<file path="src/rtl/rfp_pkg.sv">
// Shared types and constants for the ring FIFO with peek unit.
// Holds the command codes and the result flag bundle; no dependencies.
`default_nettype none

package rfp_pkg;

    // Widths of the command and data ports, fixed by the interface.
    localparam int CMD_BITS     = 3;
    localparam int IO_WORD_BITS = 8;

    typedef enum logic [CMD_BITS-1:0] {
        CMD_STATUS     = 3'd0,
        CMD_INSERT     = 3'd1,
        CMD_REMOVE     = 3'd2,
        CMD_START_PEEK = 3'd3,
        CMD_PEEK       = 3'd4,
        CMD_CLEAR      = 3'd5
    } cmd_t;

    // Flags that travel with a command from issue to the output register.
    typedef struct packed {
        logic use_data;   // read_word comes from the memory read data
        logic is_empty;
        logic is_full;
        logic op_error;
    } res_flags_t;

endpackage

`default_nettype wire

</file>
<file path="src/rtl/rfp_ram.sv">
// Generic single-port-write, single-port-read synchronous RAM.
// Read data is registered and holds while no read is issued; no dependencies.
`default_nettype none

module rfp_ram #(
    parameter int WIDTH = 8,
    parameter int DEPTH = 64
) (
    input  wire logic                     clk,
    input  wire logic                     we,
    input  wire logic [$clog2(DEPTH)-1:0] waddr,
    input  wire logic [WIDTH-1:0]         wdata,
    input  wire logic                     re,
    input  wire logic [$clog2(DEPTH)-1:0] raddr,
    output      logic [WIDTH-1:0]         rdata
);

    logic [WIDTH-1:0] mem [DEPTH];

    always_ff @(posedge clk)
    begin
        if (we)
        begin
            mem[waddr] <= wdata;
        end
        if (re)
        begin
            rdata <= mem[raddr];
        end
    end

endmodule

`default_nettype wire

</file>
<file path="src/rtl/ring_fifo_with_peek_unit.sv">
// Top level of the ring FIFO with peek unit: command decode, pointers,
// fill count and output register. Depends on rfp_pkg and rfp_ram.
//
// Usage: each transfer on the input channel (in_valid/in_ready) carries one
// command and a write word. Each command produces exactly one transfer on
// the output channel (out_valid/out_ready) carrying the read word, the
// occupancy after the command, the empty and full flags and an error flag
// for an insert on a full FIFO or a remove on an empty one.
//
// Throughput is one command per cycle while the receiver keeps up. The memory
// is accessed in the cycle a command is accepted and its registered read data
// is captured into the output register when the issue stage hands its result
// on, so each result passes the issue stage and then the output register.
// Commands touch the memory at most once each and one command is issued per
// cycle, so no read ever meets a write of the same cycle.
//
// Reset clears the pointers, the count and all handshake state at once.
// The memory itself is not swept: a high-water mark records how many
// entries have been written since reset (writes always start at entry zero
// and move up in order), and a read of an entry at or above the mark returns zero.
// When the receiver stalls, the result waits in the output register and one
// more command can be accepted into the issue stage; after that in_ready
// drops until the output transfer completes.
`default_nettype none

module ring_fifo_with_peek_unit
    import rfp_pkg::*;
#(
    parameter int DEPTH     = 64,
    parameter int WORD_BITS = 8
) (
    input  wire logic                           clk,
    input  wire logic                           rst_n,
    input  wire logic                           in_valid,
    output      logic                           in_ready,
    input  wire logic [CMD_BITS-1:0]            command,
    input  wire logic [IO_WORD_BITS-1:0]        write_word,
    output      logic                           out_valid,
    input  wire logic                           out_ready,
    output      logic [IO_WORD_BITS-1:0]        read_word,
    output      logic [$clog2(DEPTH+1)-1:0]     occupancy,
    output      logic                           is_empty,
    output      logic                           is_full,
    output      logic                           op_error
);

    localparam int PTR_BITS = $clog2(DEPTH);
    localparam int CNT_BITS = $clog2(DEPTH + 1);
    localparam logic [CNT_BITS-1:0] CNT_FULL = CNT_BITS'(DEPTH);
    localparam logic [PTR_BITS-1:0] PTR_LAST = PTR_BITS'(DEPTH - 1);

    // Step a pointer by one and wrap it at the last entry.
    function automatic logic [PTR_BITS-1:0] advance(input logic [PTR_BITS-1:0] p);
        return (p == PTR_LAST) ? '0 : p + 1'b1;
    endfunction

    // Pointer and occupancy state.
    logic [PTR_BITS-1:0] wr_ptr_reg, wr_ptr_next;
    logic [PTR_BITS-1:0] rd_ptr_reg, rd_ptr_next;
    logic [PTR_BITS-1:0] pk_ptr_reg, pk_ptr_next;
    logic [CNT_BITS-1:0] count_reg, count_next;
    // Number of entries written at least once since reset.
    logic [CNT_BITS-1:0] hw_reg, hw_next;

    // Issue stage: the command whose memory read is in flight.
    logic                pend_valid_reg, pend_valid_next;
    res_flags_t          pend_flags_reg, pend_flags_next;
    logic [CNT_BITS-1:0] pend_count_reg;

    // Output register.
    logic                    out_valid_reg, out_valid_next;
    logic [IO_WORD_BITS-1:0] out_word_reg;
    logic [CNT_BITS-1:0]     out_count_reg;
    res_flags_t              out_flags_reg;

    // Memory interface.
    logic                 ram_we;
    logic                 ram_re;
    logic [PTR_BITS-1:0]  ram_raddr;
    logic [WORD_BITS-1:0] ram_wdata;
    logic [WORD_BITS-1:0] ram_rdata;

    logic accept;
    logic pend_move;
    cmd_t cmd;

    logic [WORD_BITS+IO_WORD_BITS-1:0] wr_ext;
    logic [WORD_BITS+IO_WORD_BITS-1:0] rd_ext;

    // The issue stage hands its result on whenever the output register is
    // free or being emptied, and a new command may enter in that same cycle.
    assign pend_move = pend_valid_reg && (!out_valid_reg || out_ready);
    assign in_ready  = !pend_valid_reg || pend_move;
    assign accept    = in_valid && in_ready;
    assign cmd       = cmd_t'(command);

    // Fit the port word to the stored word width and back again.
    assign wr_ext    = {{WORD_BITS{1'b0}}, write_word};
    assign ram_wdata = wr_ext[WORD_BITS-1:0];
    assign rd_ext    = {{IO_WORD_BITS{1'b0}}, ram_rdata};

    always_comb
    begin
        wr_ptr_next     = wr_ptr_reg;
        rd_ptr_next     = rd_ptr_reg;
        pk_ptr_next     = pk_ptr_reg;
        count_next      = count_reg;
        hw_next         = hw_reg;
        ram_we          = 1'b0;
        ram_re          = 1'b0;
        ram_raddr       = rd_ptr_reg;
        pend_flags_next = '0;

        if (accept)
        begin
            unique case (cmd)
                CMD_INSERT:
                begin
                    if (count_reg == CNT_FULL)
                    begin
                        pend_flags_next.op_error = 1'b1;
                    end
                    else
                    begin
                        ram_we      = 1'b1;
                        wr_ptr_next = advance(wr_ptr_reg);
                        count_next  = count_reg + 1'b1;
                        // Writes climb in order from entry zero, so the
                        // mark only moves when the write lands right on it.
                        if (CNT_BITS'(wr_ptr_reg) == hw_reg)
                        begin
                            hw_next = hw_reg + 1'b1;
                        end
                    end
                end
                CMD_REMOVE:
                begin
                    if (count_reg == '0)
                    begin
                        pend_flags_next.op_error = 1'b1;
                    end
                    else
                    begin
                        ram_re                   = 1'b1;
                        ram_raddr                = rd_ptr_reg;
                        pend_flags_next.use_data = CNT_BITS'(rd_ptr_reg) < hw_reg;
                        rd_ptr_next              = advance(rd_ptr_reg);
                        count_next               = count_reg - 1'b1;
                    end
                end
                CMD_START_PEEK:
                begin
                    pk_ptr_next = rd_ptr_reg;
                end
                CMD_PEEK:
                begin
                    ram_re                   = 1'b1;
                    ram_raddr                = pk_ptr_reg;
                    pend_flags_next.use_data = CNT_BITS'(pk_ptr_reg) < hw_reg;
                    pk_ptr_next              = advance(pk_ptr_reg);
                end
                CMD_CLEAR:
                begin
                    wr_ptr_next = '0;
                    rd_ptr_next = '0;
                    pk_ptr_next = '0;
                    count_next  = '0;
                end
                default:
                begin
                    // Status and the unused codes change nothing.
                end
            endcase
        end

        pend_flags_next.is_empty = (count_next == '0);
        pend_flags_next.is_full  = (count_next == CNT_FULL);
    end

    always_comb
    begin
        priority if (accept)
        begin
            pend_valid_next = 1'b1;
        end
        else if (pend_move)
        begin
            pend_valid_next = 1'b0;
        end
        else
        begin
            pend_valid_next = pend_valid_reg;
        end

        priority if (pend_move)
        begin
            out_valid_next = 1'b1;
        end
        else if (out_ready)
        begin
            out_valid_next = 1'b0;
        end
        else
        begin
            out_valid_next = out_valid_reg;
        end
    end

    always_ff @(posedge clk or negedge rst_n)
    begin
        if (!rst_n)
        begin
            wr_ptr_reg     <= '0;
            rd_ptr_reg     <= '0;
            pk_ptr_reg     <= '0;
            count_reg      <= '0;
            hw_reg         <= '0;
            pend_valid_reg <= 1'b0;
            out_valid_reg  <= 1'b0;
        end
        else
        begin
            wr_ptr_reg     <= wr_ptr_next;
            rd_ptr_reg     <= rd_ptr_next;
            pk_ptr_reg     <= pk_ptr_next;
            count_reg      <= count_next;
            hw_reg         <= hw_next;
            pend_valid_reg <= pend_valid_next;
            out_valid_reg  <= out_valid_next;
        end
    end

    // Payload registers need no reset.
    always_ff @(posedge clk)
    begin
        if (accept)
        begin
            pend_flags_reg <= pend_flags_next;
            pend_count_reg <= count_next;
        end
        if (pend_move)
        begin
            out_word_reg  <= pend_flags_reg.use_data ? rd_ext[IO_WORD_BITS-1:0] : '0;
            out_count_reg <= pend_count_reg;
            out_flags_reg <= pend_flags_reg;
        end
    end

    rfp_ram #(
        .WIDTH (WORD_BITS),
        .DEPTH (DEPTH)
    ) u_store (
        .clk   (clk),
        .we    (ram_we),
        .waddr (wr_ptr_reg),
        .wdata (ram_wdata),
        .re    (ram_re),
        .raddr (ram_raddr),
        .rdata (ram_rdata)
    );

    assign out_valid = out_valid_reg;
    assign read_word = out_word_reg;
    assign occupancy = out_count_reg;
    assign is_empty  = out_flags_reg.is_empty;
    assign is_full   = out_flags_reg.is_full;
    assign op_error  = out_flags_reg.op_error;

endmodule

`default_nettype wire

</file>
<file path="config.mk">
export PLATFORM = sky130hd
export DESIGN_NAME = ring_fifo_with_peek_unit
export DESIGN_NICKNAME = d
export VERILOG_FILES = /design/src/rtl/rfp_pkg.sv /design/src/rtl/rfp_ram.sv /design/src/rtl/ring_fifo_with_peek_unit.sv
export SDC_FILE = /design/constraint.sdc
export NUM_CORES = 1
export LEC_CHECK = 0
export ABC_AREA = 1
export CAP_MARGIN = 30
export CORE_MARGIN = 2
export CORE_UTILIZATION = 60
export DETAILED_ROUTE_END_ITERATION = 6
export DONT_BUFFER_PORTS = 1
export PLACE_DENSITY = 0.81
export SYNTH_ARGS = -nofsm -noshare
export SYNTH_HDL_FRONTEND = slang
export SYNTH_SLANG_ARGS = --single-unit
</file>
<file path="constraint.sdc">
create_clock -name clk -period 4.5 [get_ports clk]
set_input_delay 0.9 -clock clk [delete_from_list [all_inputs] [get_ports clk]]
set_output_delay 0.9 -clock clk [all_outputs]
set_load 0.005 [all_outputs]
</file>
* Word-level counts from Yosys, hierarchy flattened
Memories as Yosys holds them, arrays and structs flattened. A register that Yosys moved wholly into a read port is not among the register bits. Index checks and enable logic that the tools add are counted. W data, S select, Z words.
Word-level totals: output and inout port bits 20, bits in writable memories 512, bits in registers 63, logic and storage cells 88, memories kept 1
Operators by class: $lt $le $gt $ge 2, eq/ne operators 13, add/sub/neg operators 6, bitwise logic cells 1, multiplexer cells 31, reductions and logical operators 17
Memory list:
- u_store.mem | words 64, bits a word 8, rd ports 1, clocked after Yosys merged registers in 1, wr ports 1, line rfp_ram.sv:18 | logic [WIDTH-1:0] mem [DEPTH];
Operators with widths (count):
- $mux W6 | 7
- $pmux W6 S2 | 2
- $mux W7 | 3
- $pmux W7 S3 | 1
- $add A6 B1 Y6 const B | 3
- $eq A6 B6 Y1 const B | 3
- $pmux W6 S3 | 1
- $add A7 B1 Y7 const B | 2
- $eq A7 B7 Y1 const B | 2
- $logic_not A7 Y1 | 2
- $lt A6 B7 Y1 | 2
- $mux W1 | 14
- $reduce_bool A2 Y1 | 4
- $eq A6 B7 Y1 | 1
- $sub A7 B1 Y7 const B | 1
- $eq A3 B2 Y1 const B | 2
- $eq A3 B3 Y1 const B | 2
- $pmux W1 S2 | 3
- $reduce_and A3 Y1 | 2
- $ne A2 B2 Y1 const B | 2
- $reduce_and A4 Y1 | 1
- $eq A3 B1 Y1 const B | 1
- $reduce_bool A3 Y1 | 1
- $logic_and A1 B1 Y1 | 2
- other kinds (4) | 6

* Logic depth before layout (Yosys ltp)
word-level depth 8, mapped depth 15, gate-level depth less buffers 14

* Hierarchy
From an unflattened synthesis, not the netlist that was laid out.
Unflattened totals: cell total of the unflattened synthesis 2230, area total of the unflattened synthesis 24930.2 um2
Modules (own cells, without submodules):
- rfp_ram | area an instance 21419.3 um2, times used 1, cells an instance 1805
- ring_fifo_with_peek_unit | area an instance 3510.9 um2, times used 1, cells an instance 425

* Worst setup path before layout
Ideal clock, no wire load.
kind input-to-reg, start point input command[0], end point memory u_store.mem[16][0] (enable), setup slack 1.764 ns, required time 4.129 ns, buffers on the path 0, library setup time 0.371 ns, data arrival time 2.366 ns, stages 8, cell sequence inv_2 nor2_1 inv_2 nor2_2 nand2_2 nor3_1 nand3_1 nor2_1
Between the ends: cells in the longest elaborated chain, start to end 5
RTL lines:
- from (decl) | line ring_fifo_with_peek_unit.sv:36 | input wire logic [CMD_BITS-1:0] command,
- $eq A3 B1 Y1 | line ring_fifo_with_peek_unit.sv:116 | unique case (cmd)
- $mux W1 | line ring_fifo_with_peek_unit.sv:116
- $mux W1 | line ring_fifo_with_peek_unit.sv:114 | if (accept)
- $mux W1 | line rfp_ram.sv:22 | if (we)
- $mux W1 (implied by the code) | line rfp_ram.sv:24 | mem[waddr] <= wdata;
- to (decl) | line rfp_ram.sv:18
Every way passes these cells.

* Worst setup path in the final report
start point register out_valid_reg, in the netlist out_valid, end point register u_store.rdata[7], read port of u_store.mem, data pin
Between the ends: cells in the longest elaborated chain, start to end 6, elaborated cells on any way between the ends 7
RTL lines:
- from (decl) | line ring_fifo_with_peek_unit.sv:71 | logic out_valid_reg, out_valid_next;
- from (signal assigned) | line ring_fifo_with_peek_unit.sv:229 | out_valid_reg <= out_valid_next;
- $logic_not A1 Y1 * | line ring_fifo_with_peek_unit.sv:92 | assign pend_move = pend_valid_reg && (!out_valid_reg || out_ready);
- $logic_or A1 B1 Y1 * | line ring_fifo_with_peek_unit.sv:92
- $logic_and A1 B1 Y1 * | line ring_fifo_with_peek_unit.sv:92
- $logic_or A1 B1 Y1 * | line ring_fifo_with_peek_unit.sv:93 | assign in_ready = !pend_valid_reg || pend_move;
- named net in_ready | line ring_fifo_with_peek_unit.sv:35 | output logic in_ready,
- $logic_and A1 B1 Y1 * | line ring_fifo_with_peek_unit.sv:94 | assign accept = in_valid && in_ready;
- named net accept | line ring_fifo_with_peek_unit.sv:83 | logic accept;
- $mux W6 or $mux W1 (tied branches) | line ring_fifo_with_peek_unit.sv:114
- to (decl) | line rfp_ram.sv:15 | output logic [WIDTH-1:0] rdata
Mark *: on every way through the listed nets, which the timed path passes. The rest lies on a longest branch. A chain may end at the register's enable or synchronous reset.

==> out/metrics.cfg <==
[critical_path]
required_ns = 4.86
reg2reg_slack_ns = 1.02
critPathMaxFanout = 69
endpoint_kind = flip-flop
crit_type = reg -> reg
worstPathArrival_ns = 3.84
start_kind = flip-flop

[drt]
drc = 0
ant_nets = 0
drt-pass1-iter-count = 6
drt_wl_total_microns = 65600
drtIter0Drc = 2807
vias = 18600
avgViaCountPerCell = 5.84
wl_per_cell_microns = 20.6

[floorplanning]
num_rows = 76
io_pins = 35
initial_core_util = 0.610
coreArea_sq_mm = 0.0432
die_area_sq_mm = 0.0456
fp.dieH_microns = 213
die_w_microns = 213

[power]
ir_drop_uv = 418
power.leakage_nw = 12.0
p_per_area_mw_per_mm2 = 544
p_total_mw = 15.6

[cts]
post_cts_buffers = 0
cts.repair.resized = 0
h-tree-depth = 2
clk_latency_ns = 0.62
cts_root_buf = clkbuf_16
cts.sinks = 583
cts_tree = built
clk_pin_slew_ns = 0.07
cts_buffers = 56
clk_path_buf_depth = 3

[finish]
stdcell_count = 3181
areaGrowthSynthToFinish_pct = 8.57
post_route_cells_drive_above_1_share = 0.0489
final_cell_mix = 568 x nand3_1, 549 x edfxtp_1, 538 x nand2_1
n_antenna_cell = 0
largest_register_ffs = 512
fill_cells = 3209
final_nets = 2581
layout_commonest_cell = nand3_1
regMostFlops = u_store.mem

[grt]
grt-ovfl-total = 0
grt_pass1_vias = 17600
grt_pass1_wl_microns = 101000
grt_usage = 0.294
antenna_found_initial = 1
grt_max_degree = 104

[run]
cap_violations = 0

[synth]
synth_top_family_by_area = simple AND/OR/NAND/NOR gates
synth_compound_area_frac = 0.0154
synthXorXnorAreaFrac = 0.00299
synthCells = 2589
synth_edf_count = 549
synth.mux.area_fraction = 0
synthAdderAreaFrac = 0.00760
avgSynthCellArea_sq_um = 10.2
synthesis.nets = 2620
ys.flop_type = edfxtp_1
synth_cell_types = 37
ys_warn_count = 0
synth_area_sq_mm = 0.0263
async_flop_share = 0.0583
ys_seq_area_frac = 0.659
synth-simple-area-share = 0.218
synth-seq-cells = 583

[timing]
fin_ws_ns = 1.02
slew_headroom = 0.318
min_period_ns = 3.48
fmax_mhz = 288
period_share = 0.773
slew_violations = 0
setup_viol = 0
setup_tns_ns = 0
tightest_slew_ns = 1.02
rsz0062_at_grt = false
clock_skew_ns = 0.0193
hold_viol = 0

[placement]
pre_cts_ws_ns = 0.710
place_inst = 3076
gp_congestion = 0.908
hpwlAfterDp_microns = 38100
port_buffers = 0

[run_status]
status = complete, no violations

[min_path]
hp-class = in -> async

[worst paths after layout]
check	cells after the start	startpoint	end
worst max-delay path	13	out_valid	u_store.rdata[7]
worst min-delay path	1	rst_n	pk_ptr_reg[0]
worst max register to register	13	out_valid	u_store.rdata[7]
worst min register to register	0	pend_flags_reg[1]	is_full
max in group asynchronous	1	rst_n	wr_ptr_reg[1]
min in group clk	0	write_word[7]	u_store.mem[53][7]
[worst max-delay path: stages (launching register included)]
cell and delay, ns:
dfrtp_1 0.44, nand3_2 0.24, nand2_4 0.16, inv_2 0.29, nand2_2 0.45, nand2_8 0.25
buf_12 0.29, nand2_1 0.10, nand3_1 0.09, nand3_1 0.13, nand3_1 0.13, nand3_1 0.18
nand3_1 0.31, nand2_1 0.09
[cell families (layout without fill, tap and decap cells)]
group,Yosys count,after routing
compound gates,70,70
xor+xnor,9,9
fa+ha+maj,16,16
buf+inv,638,645
flops,583,583
simple gates,1273,1273
[per-stage QoR]
step | area [sq um] | hold WS (ns) | util
3_3_place_gp | 26700 | 0.404 | 0.619
2_1_floorplan | 26300 | 0.400 | -
6_report | 28600 | 0.110 | 0.662
5_1_grt | 28600 | 0.110 | 0.662
4_1_cts | 28600 | 0.101 | 0.662
3_5_place_dp | 26700 | 0.407 | 0.619
[what timing repair did]
| action | CTS | global route |
|---|---|---|
| hold buffers | 1 | 0 |
| setup endpoints to repair | 0 | 0 |
| hold endpoints to repair | 34 | 0 |
[power by group]
group	total, mW	internal [mW]	switching [mW]
clock	4.76	2.76	1.99
sequential	6.30	6.13	0.170
combinational	4.50	1.27	3.24
total	15.6	10.2	5.40
[area by class of cell]
type                       instances  area (sq um)  area share
inverter                         521          1960      0.0685
timing repair buffer              20           263     0.00919
multi-input combinational       1368          6460       0.226
clock inverter                    37           372      0.0130
clock buffer                      67          1460      0.0512
tap                              585           732      0.0256
sequential                       583         17300       0.607
[per-layer routing]
metal | GRT usage | share of wire | vias up
met3 | 0.0634 | 0.11 | 197
met5 | 0 | 0.00020 | -
li1 | - | - | 8427
met1 | 0.400 | 0.38 | 8791
met2 | 0.466 | 0.47 | 1148
met4 | 0.119 | 0.040 | 2
[synth_stat cells, types with 3 or more instances]
cell	number	area share
a31oi_1	5	0.0012
nor4_1	3	0.00071
nand4_1	4	0.00095
inv_2	7	0.0010
nor2_1	95	0.014
o22ai_1	5	0.0012
nand3_1	568	0.11
nand2_1	540	0.077
xor2_1	9	0.0030
o211ai_1	4	0.0011
inv_1	512	0.073
a21oi_1	26	0.0049
o21a_1	4	0.0011
nand3b_1	33	0.0094
buf_6	4	0.0017
clkbuf_1	30	0.0043
buf_4	18	0.0051
dfrtp_1	34	0.032
nor2_4	3	0.0013
edfxtp_1	549	0.63
nand2_2	6	0.0014
buf_1	8	0.0011
nand3_2	3	0.0011
o21ai_0	19	0.0036
nor3_1	13	0.0025
buf_2	57	0.011
ha_1	16	0.0076
Power figures use the tool's default switching activity.
